===== src/design/dnm_pkg.sv =====
`default_nettype none
package dnm_pkg;

   localparam int MAX_PATTERN   = 32;
   localparam int POSITION_BITS = 32;

   // Pattern registers hold at most 32 masks.
   localparam int PAT_CAP    = (MAX_PATTERN < 32) ? MAX_PATTERN : 32;
   localparam int WIN_DEPTH  = PAT_CAP;
   localparam int LEN_BITS   = $clog2(PAT_CAP + 1);
   localparam int IDX_BITS   = (WIN_DEPTH > 1) ? $clog2(WIN_DEPTH) : 1;
   localparam int OUT_BITS   = 32;
   localparam int EXT_BITS   = (POSITION_BITS > OUT_BITS) ? POSITION_BITS : OUT_BITS;
   localparam int CODE_BITS  = 4;
   localparam int PAT_BITS   = 128;

   localparam int CSR_DATA_BITS  = 64;
   localparam int CSR_INDEX_BITS = 2;
   localparam int CSR_LEN_BITS   = 6;

   localparam logic [CSR_INDEX_BITS-1:0] CSR_PATTERN_LOW    = 2'd0;
   localparam logic [CSR_INDEX_BITS-1:0] CSR_PATTERN_HIGH   = 2'd1;
   localparam logic [CSR_INDEX_BITS-1:0] CSR_PATTERN_LENGTH = 2'd2;
   localparam logic [CSR_INDEX_BITS-1:0] CSR_START_OFFSET   = 2'd3;

   localparam int QUEUE_DEPTH = 2;
   localparam int Q_PTR_BITS  = 1;
   localparam int Q_CNT_BITS  = 2;

   // Classified symbol: window compare done, offset check still pending.
   typedef struct packed {
      logic                hit;
      logic [OUT_BITS-1:0] start;
   } entry_type;

   typedef struct packed {
      logic valid;
      logic full;
   } queue_status_type;

endpackage
`default_nettype wire


===== src/design/dnm_ifs.sv =====
`default_nettype none
interface dnm_req_if;
   logic                          valid;
   logic                          ready;
   logic [dnm_pkg::CODE_BITS-1:0] text_code;
   logic                          new_sequence;

   modport source (output valid, output text_code, output new_sequence, input ready);
   modport sink   (input valid, input text_code, input new_sequence, output ready);
endinterface

interface dnm_rsp_if;
   logic                         valid;
   logic                         ready;
   logic                         match;
   logic [dnm_pkg::OUT_BITS-1:0] match_start;

   modport source (output valid, output match, output match_start, input ready);
   modport sink   (input valid, input match, input match_start, output ready);
endinterface
`default_nettype wire


===== src/design/dnm_front.sv =====
`default_nettype none
module dnm_front (
   input  wire logic                           clock,
   input  wire logic                           reset,
   input  wire logic                           accept,
   input  wire logic [dnm_pkg::CODE_BITS-1:0]  text_code,
   input  wire logic                           new_sequence,
   input  wire logic [dnm_pkg::PAT_BITS-1:0]   pattern,
   input  wire logic [dnm_pkg::LEN_BITS-1:0]   length,
   output dnm_pkg::entry_type                  entry
);
   import dnm_pkg::*;

   localparam logic [POSITION_BITS-1:0] POS_MAX = {POSITION_BITS{1'b1}};
   localparam logic [EXT_BITS-1:0]      OUT_MAX = EXT_BITS'({OUT_BITS{1'b1}});

   logic [WIN_DEPTH-1:0][CODE_BITS-1:0] window_ff, window_in;
   logic [POSITION_BITS-1:0]            seen_ff, seen_in;
   logic [POSITION_BITS-1:0]            prior, start;
   logic [POSITION_BITS-1:0]            len_ext;
   logic [EXT_BITS-1:0]                 start_ext;
   logic [WIN_DEPTH-1:0]                hit_vec;
   logic                                saturated, enough;
   logic [LEN_BITS-1:0]                 diff;
   logic [IDX_BITS-1:0]                 idx;
   logic [CODE_BITS-1:0]                sym, pmask;

   // newest symbol at place 0
   always_comb begin
      window_in[0] = text_code;
      for (int k = 1; k < WIN_DEPTH; k++) begin
         window_in[k] = window_ff[k-1];
      end
   end

   always_comb begin
      len_ext   = POSITION_BITS'(length);
      prior     = new_sequence ? '0 : seen_ff;
      saturated = (prior == POS_MAX);
      seen_in   = saturated ? POS_MAX : prior + POSITION_BITS'(1);
      enough    = (seen_in >= len_ext);
      if (saturated) begin
         start = POS_MAX;
      end else if (enough) begin
         start = seen_in - len_ext;
      end else begin
         start = '0;
      end
      start_ext = EXT_BITS'(start);
   end

   // pattern mask j against the symbol j places after the window start
   always_comb begin
      for (int j = 0; j < WIN_DEPTH; j++) begin
         diff  = length - LEN_BITS'(1) - LEN_BITS'(j);
         idx   = IDX_BITS'(diff);
         sym   = window_in[idx];
         pmask = pattern[CODE_BITS*j +: CODE_BITS];
         if (LEN_BITS'(j) < length) begin
            hit_vec[j] = ((sym & pmask) == sym);
         end else begin
            hit_vec[j] = 1'b1;
         end
      end
   end

   always_comb begin
      entry.hit   = enough && (&hit_vec);
      entry.start = (start_ext > OUT_MAX) ? OUT_MAX[OUT_BITS-1:0] : start_ext[OUT_BITS-1:0];
   end

   always_ff @(posedge clock) begin
      if (reset) begin
         window_ff <= '0;
         seen_ff   <= '0;
      end else if (accept) begin
         window_ff <= window_in;
         seen_ff   <= seen_in;
      end
   end

endmodule
`default_nettype wire


===== src/design/dnm_queue.sv =====
`default_nettype none
module dnm_queue (
   input  wire logic                   clock,
   input  wire logic                   reset,
   input  wire logic                   push,
   input  dnm_pkg::entry_type          push_entry,
   input  wire logic                   pop,
   output dnm_pkg::entry_type          head,
   output dnm_pkg::queue_status_type   status
);
   import dnm_pkg::*;

   entry_type               slots_ff [QUEUE_DEPTH];
   logic [Q_PTR_BITS-1:0]   wptr_ff, wptr_in;
   logic [Q_PTR_BITS-1:0]   rptr_ff, rptr_in;
   logic [Q_CNT_BITS-1:0]   count_ff, count_in;
   logic                    do_push, do_pop;

   always_comb begin
      do_push = push && (count_ff != Q_CNT_BITS'(QUEUE_DEPTH));
      do_pop  = pop && (count_ff != '0);
      wptr_in = do_push ? wptr_ff + Q_PTR_BITS'(1) : wptr_ff;
      rptr_in = do_pop  ? rptr_ff + Q_PTR_BITS'(1) : rptr_ff;
      case ({do_push, do_pop})
         2'b10:   count_in = count_ff + Q_CNT_BITS'(1);
         2'b01:   count_in = count_ff - Q_CNT_BITS'(1);
         default: count_in = count_ff;
      endcase
      head         = slots_ff[rptr_ff];
      status.valid = (count_ff != '0);
      status.full  = (count_ff == Q_CNT_BITS'(QUEUE_DEPTH));
   end

   always_ff @(posedge clock) begin
      if (do_push) begin
         slots_ff[wptr_ff] <= push_entry;
      end
   end

   always_ff @(posedge clock) begin
      if (reset) begin
         wptr_ff  <= '0;
         rptr_ff  <= '0;
         count_ff <= '0;
      end else begin
         wptr_ff  <= wptr_in;
         rptr_ff  <= rptr_in;
         count_ff <= count_in;
      end
   end

endmodule
`default_nettype wire


===== src/design/dnm_back.sv =====
`default_nettype none
module dnm_back (
   input  wire logic                          clock,
   input  wire logic                          reset,
   input  dnm_pkg::entry_type                 head,
   input  wire logic                          head_valid,
   output logic                               pop,
   input  wire logic [dnm_pkg::OUT_BITS-1:0]  start_offset,
   dnm_rsp_if.source                          rsp_chan
);
   import dnm_pkg::*;

   logic                valid_ff, valid_in;
   logic                match_ff, match_in;
   logic [OUT_BITS-1:0] start_ff, start_in;

   always_comb begin
      pop      = head_valid && (!valid_ff || rsp_chan.ready);
      match_in = head.hit && (head.start >= start_offset);
      start_in = match_in ? head.start : '0;
      if (pop) begin
         valid_in = 1'b1;
      end else if (rsp_chan.ready) begin
         valid_in = 1'b0;
      end else begin
         valid_in = valid_ff;
      end
   end

   always_ff @(posedge clock) begin
      if (reset) begin
         valid_ff <= 1'b0;
      end else begin
         valid_ff <= valid_in;
      end
   end

   always_ff @(posedge clock) begin
      if (pop) begin
         match_ff <= match_in;
         start_ff <= start_in;
      end
   end

   assign rsp_chan.valid       = valid_ff;
   assign rsp_chan.match       = match_ff;
   assign rsp_chan.match_start = start_ff;

endmodule
`default_nettype wire


===== src/design/degenerate_nucleotide_matcher_core.sv =====
`default_nettype none
// IUPAC degenerate pattern matcher. Takes one 4-bit nucleotide mask per req
// transaction (A=1, C=2, G=4, T=8, ORed codes for ambiguity) and returns exactly
// one rsp transaction per symbol: match is 1 when every symbol of the window
// ending here is a subset of the pattern mask at that place, and match_start is
// the sequence position where that window starts (0 when there is no match).
// new_sequence restarts positions; windows must lie wholly inside the current
// sequence and start at or after start_offset; positions saturate at all ones.
// Throughput is one symbol per clock: the front stage does the window compare
// combinationally, so req.ready only drops when the two-entry queue is full.
// An accepted symbol is registered into the queue, then moves into the output
// register that drives rsp. Write the CSRs only while idle.
module degenerate_nucleotide_matcher_core (
   input  wire logic                                clock,
   input  wire logic                                reset,
   dnm_req_if.sink                                  req_chan,
   dnm_rsp_if.source                                rsp_chan,
   input  wire logic                                csr_we,
   input  wire logic [dnm_pkg::CSR_INDEX_BITS-1:0]  csr_index,
   input  wire logic [dnm_pkg::CSR_DATA_BITS-1:0]   csr_wdata
);
   import dnm_pkg::*;

   // CSR file
   logic [CSR_DATA_BITS-1:0] pat_low_ff;
   logic [CSR_DATA_BITS-1:0] pat_high_ff;
   logic [CSR_LEN_BITS-1:0]  pat_len_ff;
   logic [OUT_BITS-1:0]      offset_ff;

   logic [PAT_BITS-1:0]      pattern;
   logic [LEN_BITS-1:0]      eff_len;

   entry_type                front_entry, q_head;
   queue_status_type         q_status;
   logic                     req_acc, pop;

   always_ff @(posedge clock) begin
      if (reset) begin
         pat_low_ff  <= '0;
         pat_high_ff <= '0;
         pat_len_ff  <= CSR_LEN_BITS'(1);
         offset_ff   <= '0;
      end else if (csr_we) begin
         unique case (csr_index)
            CSR_PATTERN_LOW:    pat_low_ff  <= csr_wdata;
            CSR_PATTERN_HIGH:   pat_high_ff <= csr_wdata;
            CSR_PATTERN_LENGTH: pat_len_ff  <= csr_wdata[CSR_LEN_BITS-1:0];
            CSR_START_OFFSET:   offset_ff   <= csr_wdata[OUT_BITS-1:0];
            default: ;
         endcase
      end
   end

   // length 0 acts as 1, anything past the cap acts as the cap
   always_comb begin
      pattern = {pat_high_ff, pat_low_ff};
      if (pat_len_ff == '0) begin
         eff_len = LEN_BITS'(1);
      end else if (pat_len_ff > CSR_LEN_BITS'(PAT_CAP)) begin
         eff_len = LEN_BITS'(PAT_CAP);
      end else begin
         eff_len = LEN_BITS'(pat_len_ff);
      end
   end

   // front: window shift, position count, subset compare
   assign req_chan.ready = !q_status.full;
   assign req_acc        = req_chan.valid && req_chan.ready;

   dnm_front u_front (
      .clock        (clock),
      .reset        (reset),
      .accept       (req_acc),
      .text_code    (req_chan.text_code),
      .new_sequence (req_chan.new_sequence),
      .pattern      (pattern),
      .length       (eff_len),
      .entry        (front_entry)
   );

   // decouples the front from rsp backpressure
   dnm_queue u_queue (
      .clock      (clock),
      .reset      (reset),
      .push       (req_acc),
      .push_entry (front_entry),
      .pop        (pop),
      .head       (q_head),
      .status     (q_status)
   );

   // back: offset check and output register
   dnm_back u_back (
      .clock        (clock),
      .reset        (reset),
      .head         (q_head),
      .head_valid   (q_status.valid),
      .pop          (pop),
      .start_offset (offset_ff),
      .rsp_chan     (rsp_chan)
   );

   // a miss always reports start 0
   assert property (@(posedge clock) disable iff (reset)
      (rsp_chan.valid && !rsp_chan.match) |-> (rsp_chan.match_start == '0))
      else $error("miss with nonzero match_start");

   // a hit never starts before the offset
   assert property (@(posedge clock) disable iff (reset)
      (rsp_chan.valid && rsp_chan.match) |-> (rsp_chan.match_start >= offset_ff))
      else $error("match starts before start_offset");

   // an accepted symbol is queued or already pending in the next cycle
   assert property (@(posedge clock) disable iff (reset)
      req_acc |=> (q_status.valid || rsp_chan.valid))
      else $error("accepted transaction lost");

   // a full queue means the output register is occupied
   assert property (@(posedge clock) disable iff (reset)
      q_status.full |-> rsp_chan.valid)
      else $error("queue full with empty output stage");

endmodule
`default_nettype wire


===== src/flat_wrapper.sv =====
// flat-port wrapper written by rule: the top's interface ports become plain ports
module degenerate_nucleotide_matcher_core_flat import dnm_pkg::*;
  (clock, reset, csr_we, csr_index, csr_wdata, req_chan_valid, req_chan_text_code, req_chan_new_sequence, req_chan_ready, rsp_chan_valid, rsp_chan_match, rsp_chan_match_start, rsp_chan_ready);
  dnm_req_if req_chan_i ();
  dnm_rsp_if rsp_chan_i ();
  input  wire logic clock;
  input  wire logic reset;
  input  wire logic csr_we;
  input  wire logic [dnm_pkg::CSR_INDEX_BITS-1:0] csr_index;
  input  wire logic [dnm_pkg::CSR_DATA_BITS-1:0] csr_wdata;
  input wire logic [$bits(req_chan_i.valid)-1:0] req_chan_valid;
  input wire logic [$bits(req_chan_i.text_code)-1:0] req_chan_text_code;
  input wire logic [$bits(req_chan_i.new_sequence)-1:0] req_chan_new_sequence;
  output wire logic [$bits(req_chan_i.ready)-1:0] req_chan_ready;
  output wire logic [$bits(rsp_chan_i.valid)-1:0] rsp_chan_valid;
  output wire logic [$bits(rsp_chan_i.match)-1:0] rsp_chan_match;
  output wire logic [$bits(rsp_chan_i.match_start)-1:0] rsp_chan_match_start;
  input wire logic [$bits(rsp_chan_i.ready)-1:0] rsp_chan_ready;
  assign req_chan_i.valid = req_chan_valid;
  assign req_chan_i.text_code = req_chan_text_code;
  assign req_chan_i.new_sequence = req_chan_new_sequence;
  assign req_chan_ready = req_chan_i.ready;
  assign rsp_chan_valid = rsp_chan_i.valid;
  assign rsp_chan_match = rsp_chan_i.match;
  assign rsp_chan_match_start = rsp_chan_i.match_start;
  assign rsp_chan_i.ready = rsp_chan_ready;
  degenerate_nucleotide_matcher_core u_core (.clock(clock), .reset(reset), .req_chan(req_chan_i), .rsp_chan(rsp_chan_i), .csr_we(csr_we), .csr_index(csr_index), .csr_wdata(csr_wdata));
endmodule

===== config.mk =====
export PLATFORM = sky130hd
export DESIGN_NAME = degenerate_nucleotide_matcher_core_flat
export DESIGN_NICKNAME = d
export VERILOG_FILES = /design/src/design/dnm_pkg.sv /design/src/design/dnm_ifs.sv /design/src/design/dnm_front.sv /design/src/design/dnm_queue.sv /design/src/design/dnm_back.sv /design/src/design/degenerate_nucleotide_matcher_core.sv /design/src/flat_wrapper.sv
export SDC_FILE = /design/constraint.sdc
export NUM_CORES = 1
export LEC_CHECK = 0
export ABC_AREA = 1
export BUFFER_PORTS_ARGS = -buffer_cell sky130_fd_sc_hd__buf_2
export CAP_MARGIN = 20
export CORE_ASPECT_RATIO = 0.6
export CORE_MARGIN = 1
export CORE_UTILIZATION = 52
export CTS_CLUSTER_SIZE = 20
export DETAILED_ROUTE_END_ITERATION = 6
export HOLD_SLACK_MARGIN = 0.05
export PLACE_DENSITY = 0.72
export SKIP_CTS_REPAIR_TIMING = 1
export SLEW_MARGIN = 20
export SYNTH_ARGS = -nofsm -noshare
export SYNTH_HDL_FRONTEND = slang
export SYNTH_SLANG_ARGS = --single-unit
export TNS_END_PERCENT = 1

===== constraint.sdc =====
create_clock -name clock -period 13.1 [get_ports clock]
set_input_delay 0.655 -clock clock [delete_from_list [all_inputs] [get_ports clock]]
set_output_delay 0.655 -clock clock [all_outputs]
set_load 0.005 [all_outputs]

==> run metrics, run 1 <==
status=finished with violations; violated checks=DRC; RD Place Congestion=1.09; required time worst endpoint=13.38 ns; Vias per Instance=5.88; DR pass1 iterations=7; WS Path Type=reg2reg; WHS Endpoint=u_core.pat_low_ff[43]$_SDFFE_PP0P_; routed len/inst=22.1 µm; # clock sinks=427; vias post-DR=30100; area of the multi-input gates=15800 µm²; register area=9540 µm²; CTS Buffer Depth=3; Max VDD drop=0.131 mV; IO buf count=110; Post-synth top cells=1250 x nand2_1, 686 x nand3_1, 432 x nor2_1; worst r2r path cells=22; final instance area=29900 µm²; die footprint=54400 µm²; Post-Route WL=113000 µm; Synth top area share=0.236; Die Y=181 µm; initial antenna violation count=12; dpl cell area=28500 µm²; Worst-Skew Late Latency=0.62 ns; core area=52600 µm²; synthesized area=27800 µm²; worst slew pin tran=1.11 ns; Clock transition at path regs=0.07 ns; Final min period=6.65 ns; Max Slew Vio Count=0; Yosys warnings=0; Final ANT Viol Nets=0; fmax=0.150 GHz; vias in the first global route=25600; Top Ports=111; WP data arrival=6.92 ns; average size of a mapped cell=6.27 µm²; Post-synth EDFFs=99; Total Nets Final=4498; Setup Viol. Count Final=0; largest net degree at the start of global routing=107; HPWL after DPL=85400 µm; root buf cell=clkbuf_16; Leak=14.0 nW; Starting Density=0.528; crit path launch type=flop; CTS Buf Count=42; Yosys top cell by area=dfxtp_1; syn_nets=4558; Post-Synthesis Cells=4431; layout cells sized above 1=0.0667; largest cells by area after synthesis=dfxtp_1 24%, nand2_1 17%, nand3_1 12%; main flop type after synthesis=dfxtp_1; first-pass GRT wire length=165000 µm; grt total ovfl=0; Seq/Total Area, Yosys=0.343; Die Wd=300 µm; R2R Path End=u_core.u_queue.slots_ff[1][0]$_DFFE_PP_; Hold Path Origin=csr_wdata[43]; max-cap check violation count=0; area grow syn2layout=7.77%; 1st-iter DRT viols=4590; Rel. slew slack=0.249; GRT Util Overall=0.407; Filler cells=5264; Layout Skew=0.0264 ns; Seq cells post-synth=427; row count=65; DRC=4; sum of negative setup slack=0 ns; hold crit path type=in2reg; number of hold violations in the final report=0; Hold Slack=0.277 ns; most frequent cell after synthesis=nand2_1; fin crit share=0.507; CP endpoint kind=flop; Hold Crit Depth=3; CP max FO=99; # H-tree levels=2; flop-to-flop setup slack=6.45 ns; asr flop ratio synth=0; FF-to-FF Start=u_core.pat_len_ff[5]$_SDFFE_PP0P_; unrepaired setup endpoints after global routing=no; TritonCTS clock tree=done; PwrDens=181 nW/µm²; Synth cell types=54
-- registers in the layout, summed over array words and instances, names as in the netlist, named ones only --
| name | count |
|---|---|
| u_core.u_back.rsp_chan.match | 1 |
| u_core.pat_low_ff | 64 |
| u_core.u_back.rsp_chan.match_start | 32 |
| u_core.pat_len_ff | 6 |
| u_core.u_back.rsp_chan.valid | 1 |
| u_core.offset_ff | 32 |
| u_core.u_front.seen_ff | 32 |
| u_core.u_queue.count_ff | 2 |
| u_core.pat_high_ff | 64 |
| u_core.u_front.window_ff | 124 |
| u_core.u_queue.wptr_ff | 1 |
| u_core.u_queue.slots_ff | 66 |
| u_core.u_queue.rptr_ff | 1 |
-- worst max-delay path, cell delays in order, from the launching register on --
cell and delay (ns):
dfxtp_1 0.48, nor2_8 0.23, nand3_4 0.42, nand2_4 0.92
buf_4 0.42, buf_4 0.53, ha_1 0.25, inv_1 0.08
fa_1 0.47, nand2_1 0.09, nand2_1 0.06, nand2_1 0.07
nand2_1 0.06, a21oi_1 0.13, inv_1 0.09, nor3_2 0.30
nand3_1 0.19, nor2_2 0.24, nand2_2 0.12, nor2_4 0.15
nand2_2 0.25, inv_2 0.38, o21ai_0 0.23
-- where the power goes --
part,switching [mW],internal (mW)
registers,0.132,1.63
logic,1.71,0.666
clock network,0.594,0.697
total,2.43,2.99
-- placed cells by master (no fill, tap or decap), types with 3 or more instances in the layout --
cell type,count
inv_1,385
o21a_1,3
o21ai_1,23
buf_2,110
nand2_2,18
clkbuf_16,43
ha_1,50
o211ai_1,9
nor2_2,10
a211oi_1,5
nand4_1,16
nor2_4,5
nand3b_1,74
dfxtp_1,327
edfxtp_1,99
nand3_1,684
xnor2_1,4
nand2_1,1245
clkbuf_8,8
nand3_2,5
diode_2,4
o21ai_0,429
nor2_1,428
clkinvlp_4,3
xor2_2,3
or2_2,8
buf_4,31
a21oi_1,265
clkinv_2,11
inv_2,10
nor3_1,24
xor2_1,23
clkinv_4,3
nor3b_1,3
-- cell type report --
cell class                 count  area share
multi-input combinational   3361       0.526
sequential                   427       0.319
inverter                     397      0.0500
clock buffer                  53      0.0399
tap                          703      0.0294
timing repair buffer         142      0.0271
clock inverter                25     0.00819
antenna                        4    0.000334
-- logic make-up after synthesis --
kind of cell | Yosys count | share of synthesized area
AO/OA/AOI/OAI | 747 | 0.138
XOR/XNOR | 31 | 0.0109
adder cells (fa/ha/maj) | 51 | 0.0232
buffers and inverters | 643 | 0.0921
flip-flops | 427 | 0.343
multiplexers | 2 | 0.000766
AND/OR/NAND/NOR | 2530 | 0.392
-- routing by layer --
| layer | vias to the layer above | share of wire | GRT usage |
|---|---|---|---|
| met5 | - | 0.0024 | 0.0362 |
| met4 | 4 | 0.025 | 0.0955 |
| met2 | 1828 | 0.35 | 0.487 |
| met1 | 13700 | 0.44 | 0.603 |
| met3 | 170 | 0.18 | 0.224 |
| li1 | 14400 | - | - |
-- through the flow --
stage          cells  power (mW)  worst slack [ns]  utilization
5_1_grt         5110        5.72              6.09        0.569
4_1_cts         5107        5.31              6.66        0.568
6_report        5112        5.43              6.45        0.569
3_5_place_dp    5029        4.03              6.68        0.541
2_1_floorplan   4431        3.27              8.39            -
3_3_place_gp    5029        4.01              6.91        0.541
-- worst max-delay path by stage --
stage,startpoint,end,cells past startpoint
final,u_core.pat_len_ff[5]$_SDFFE_PP0P_,u_core.u_queue.slots_ff[1][0]$_DFFE_PP_,22
after global placement,u_core.pat_len_ff[5]$_SDFFE_PP0P_,u_core.u_queue.slots_ff[0][0]$_DFFE_PP_,22
after floorplan,req_chan_new_sequence,u_core.u_queue.slots_ff[0][19]$_DFFE_PP_,28
after CTS,u_core.pat_len_ff[5]$_SDFFE_PP0P_,u_core.u_queue.slots_ff[1][0]$_DFFE_PP_,22
after global routing,u_core.pat_len_ff[5]$_SDFFE_PP0P_,u_core.u_queue.slots_ff[1][0]$_DFFE_PP_,22
after detailed placement,u_core.pat_len_ff[5]$_SDFFE_PP0P_,u_core.u_queue.slots_ff[0][0]$_DFFE_PP_,22
No activity file was read; power rests on OpenSTA's default activity.
==> run 2, diff against run 1 <==
--- a/config.mk
+++ b/config.mk
@@ -5,7 +5,7 @@
 export SDC_FILE = /design/constraint.sdc
 export NUM_CORES = 1
 export LEC_CHECK = 0
-export ABC_AREA = 1
+export ABC_AREA = 0
 export BUFFER_PORTS_ARGS = -buffer_cell sky130_fd_sc_hd__buf_2
 export CAP_MARGIN = 20
 export CORE_ASPECT_RATIO = 0.6
@@ -14,7 +14,7 @@
 export CTS_CLUSTER_SIZE = 20
 export DETAILED_ROUTE_END_ITERATION = 6
 export HOLD_SLACK_MARGIN = 0.05
-export PLACE_DENSITY = 0.72
+export PLACE_DENSITY = 0.75
 export SKIP_CTS_REPAIR_TIMING = 1
 export SLEW_MARGIN = 20
 export SYNTH_ARGS = -nofsm -noshare
==> constraint.sdc (replaced) <==
create_clock -name clock -period 5.9 [get_ports clock]
set_input_delay 0.295 -clock clock [delete_from_list [all_inputs] [get_ports clock]]
set_output_delay 0.295 -clock clock [all_outputs]
set_load 0.005 [all_outputs]
==> run 2 against run 1 <==
Compared with the run above: the run still ends with DRC left; synthesized cell count is 21% lower; sequential cell count is the same; clock skew rose by 0.0055 ns; critical endpoint is now u_core.u_queue.slots_ff[1][32]$_DFFE_PP_; largest cell class unchanged; largest power group is now registers; highest routed layer is now met4.
==> run metrics, run 2 <==
number of hold violations in the final report=0 (unchanged); Synth top area share=0.229 (-0.00748); PwrDens=301 nW/µm² (+66%); Seq cells post-synth=427 (unchanged); top flop regs=u_core.u_front.window_ff x124, u_core.u_queue.slots_ff x66; crit path launch type=flop; fin cells=4302 (-16%); area grow syn2layout=12.6%; DRC=1 (-3); Leak=11.8 nW (-15%); final instance area=32300 µm² (+7.8%); core area=54300 µm² (+3.3%); syn_nets=3612 (-21%); Starting Density=0.528 (about the same); register area=9550 µm² (about the same); Pwr Total=9.71 mW (+79%); Max Slew Vio Count=0 (unchanged); most frequent cell after synthesis=nand2_1; slowest stage delay, CP=0.71 ns (-0.21 ns); sequential power share=0.368 (+0.043); main flop type after synthesis=dfxtp_1; asr flop ratio synth=0 (unchanged); max reg flops=124 (unchanged); Yosys warnings=0 (unchanged); antenna cells=0 (-4); hold crit path type=in2reg; largest cells by area after synthesis=dfxtp_1 23%, mux2i_1 11%, edfxtp_1 10%; Setup Viol. Count Final=0 (unchanged); Post-synth EDFFs=99 (unchanged); unrepaired setup endpoints after global routing=no; Synth cell types=92 (+70%); fmax=0.184 GHz (+22%); Bufs and invs on worst path=2 (-3); Yosys top cell by area=dfxtp_1; required time worst endpoint=6.39 ns (-6.99 ns); max-cap check violation count=0 (unchanged); RD Place Congestion=1.09 (-0.36%); most frequent CP cell=buf_4; Comb power frac=0.326 (-0.111); largest net degree at the start of global routing=203 (+90%); Rel. slew slack=0.195 (-0.0546); synthesized area=28700 µm² (+3.3%); status=finished with violations; Post-synth top cells=679 x nand2_1, 398 x a21oi_1, 328 x dfxtp_1; first-pass GRT wire length=166000 µm (+0.79%); CTS Buf Count=42 (unchanged); sum of negative setup slack=0 ns (unchanged); Hold Slack=0.330 ns (+0.0527 ns); cells along the critical path=or3_1, a21oi_4, nand2_1, ha_1, or4b_2, o211ai_1, nor4_4, xnor2_2, buf_4, mux2_4, o2111ai_1, o31ai_1, or4b_1, a2111oi_1, buf_4, and4_1; clock share of power=0.306 (+0.068); root buf cell=clkbuf_16; Net Sw Frac=0.355 (-0.0934); Die Wd=305 µm (+1.6%); vias post-DR=28600 (-4.9%); DR pass1 iterations=7 (unchanged); Post-Route WL=115000 µm (+1.7%); 1st-iter DRT viols=5221 (+14%); Final min period=5.43 ns (-1.21 ns); WS Path Type=reg2reg; Layout Skew=0.0319 ns (+0.00555 ns); Top Ports=111 (unchanged); # clock sinks=427 (unchanged); CP endpoint kind=flop; row count=66 (+1.5%); Post-Synthesis Cells=3485 (-21%); CP max stage cell=or4b_2; fin crit share=0.921 (+0.414); die footprint=56100 µm² (+3.2%); Total Nets Final=3681 (-18%); HPWL after DPL=85300 µm (-0.18%); initial antenna violation count=1 (-11); Max VDD drop=0.222 mV (+69%); # H-tree levels=2 (unchanged); Filler cells=4791 (-9.0%); routed len/inst=26.8 µm (+21%); dpl cell area=30100 µm² (+5.6%); Crit path max-delay family=simple AND/OR/NAND/NOR gates; Die Y=184 µm (+1.6%); GRT Util Overall=0.395 (-0.0116); most common cell after layout, fill and taps aside=nand2_1; violated checks=DRC; Vias per Instance=6.65 (+13%); area of the multi-input gates=17800 µm² (+13%); IO buf count=110 (unchanged); average size of a mapped cell=8.23 µm² (+31%); TritonCTS clock tree=done; Seq/Total Area, Yosys=0.333 (-0.0109); largest reg by FF count=u_core.u_front.window_ff; Clock transition at path regs=0.08 ns (about the same); vias in the first global route=24300 (-5.3%); CP max FO=17 (-83%); P_sw=3.45 mW (+42%); Placed Cells=4154 (-17%); WP data arrival=5.92 ns (-1.00 ns); Final ANT Viol Nets=0 (unchanged); grt total ovfl=0 (unchanged); Worst-Skew Late Latency=0.63 ns (about the same); commonest non-fill, non-tap cells in the layout=678 x nand2_1, 398 x a21oi_1, 326 x dfxtp_1; worst slew pin tran=1.21 ns (+0.0937 ns); CTS Buffer Depth=3 (unchanged); internal power=6.26 mW (+110%); layout cells sized above 1=0.144 (+0.0773)
## run 2: power by group through the flow
stage | sequential [mW] | combinational [mW] | clock (mW)
finish | 3.57 | 3.16 | 2.97
global route | 3.60 | 3.34 | 3.12
floorplan | 3.59 | 1.95 | 0
detailed placement | 3.63 | 2.97 | 0
CTS | 3.57 | 3.00 | 3.00
global placement | 3.62 | 2.95 | 0
## run 2: per-layer routing
layer  GRT usage  vias up  wire length, µm
met5           0        -                0
met4      0.0697        0             2130
met3       0.184      175            19800
met2       0.487     1941            42000
met1       0.606    13700            51200
li1            -    12800                -
## run 2: logic make-up (layout without fill, tap and decap cells)
kind of cell / after synthesis / in the layout / share of synthesized area
XOR/XNOR: 68 / 68 / 0.0225
flip-flops: 427 / 427 / 0.333
buffers and inverters: 361 / 464 / 0.0506
AND/OR/NAND/NOR: 1261 / 1261 / 0.198
adder cells (fa/ha/maj): 51 / 51 / 0.0225
multiplexers: 447 / 447 / 0.183
AO/OA/AOI/OAI: 870 / 870 / 0.191
## run 2: final timing paths
kind	start	to	slack (ns)	cells after the start
worst max-delay path	u_core.pat_len_ff[3]$_SDFFE_PP0P_	u_core.u_queue.slots_ff[1][32]$_DFFE_PP_	0.47	16
worst min-delay path	req_chan_valid	u_core.u_front.seen_ff[6]$_SDFFE_PP0P_	0.33	4
worst max register to register	u_core.pat_len_ff[3]$_SDFFE_PP0P_	u_core.u_queue.slots_ff[1][32]$_DFFE_PP_	0.47	16
worst min register to register	u_core.offset_ff[25]$_SDFFE_PP0P_	u_core.offset_ff[25]$_SDFFE_PP0P_	0.46	2
## run 2: metrics by stage
| stage | setup WS, ns | util |
|---|---|---|
| 2_1_floorplan | 0.574 | - |
| 3_3_place_gp | 0.701 | 0.553 |
| 3_5_place_dp | 0.542 | 0.553 |
| 4_1_cts | 0.605 | 0.581 |
| 5_1_grt | 0.0537 | 0.594 |
| 6_report | 0.465 | 0.594 |
## run 2: area by class of cell
class,count,area share
repair buffers,294,0.0678
well taps,714,0.0277
clock buffers,61,0.0393
clock inverters,17,0.00752
flip-flops and latches,427,0.296
inverters,92,0.0108
multi-input cells,2697,0.551
## run 2: tightest hold or removal path, delay by kind of cell
family | cells | cell delay (ns)
AO/OA/AOI/OAI | 1 | 0.05
buffers and inverters | 1 | 0.10
AND/OR/NAND/NOR | 2 | 0.43
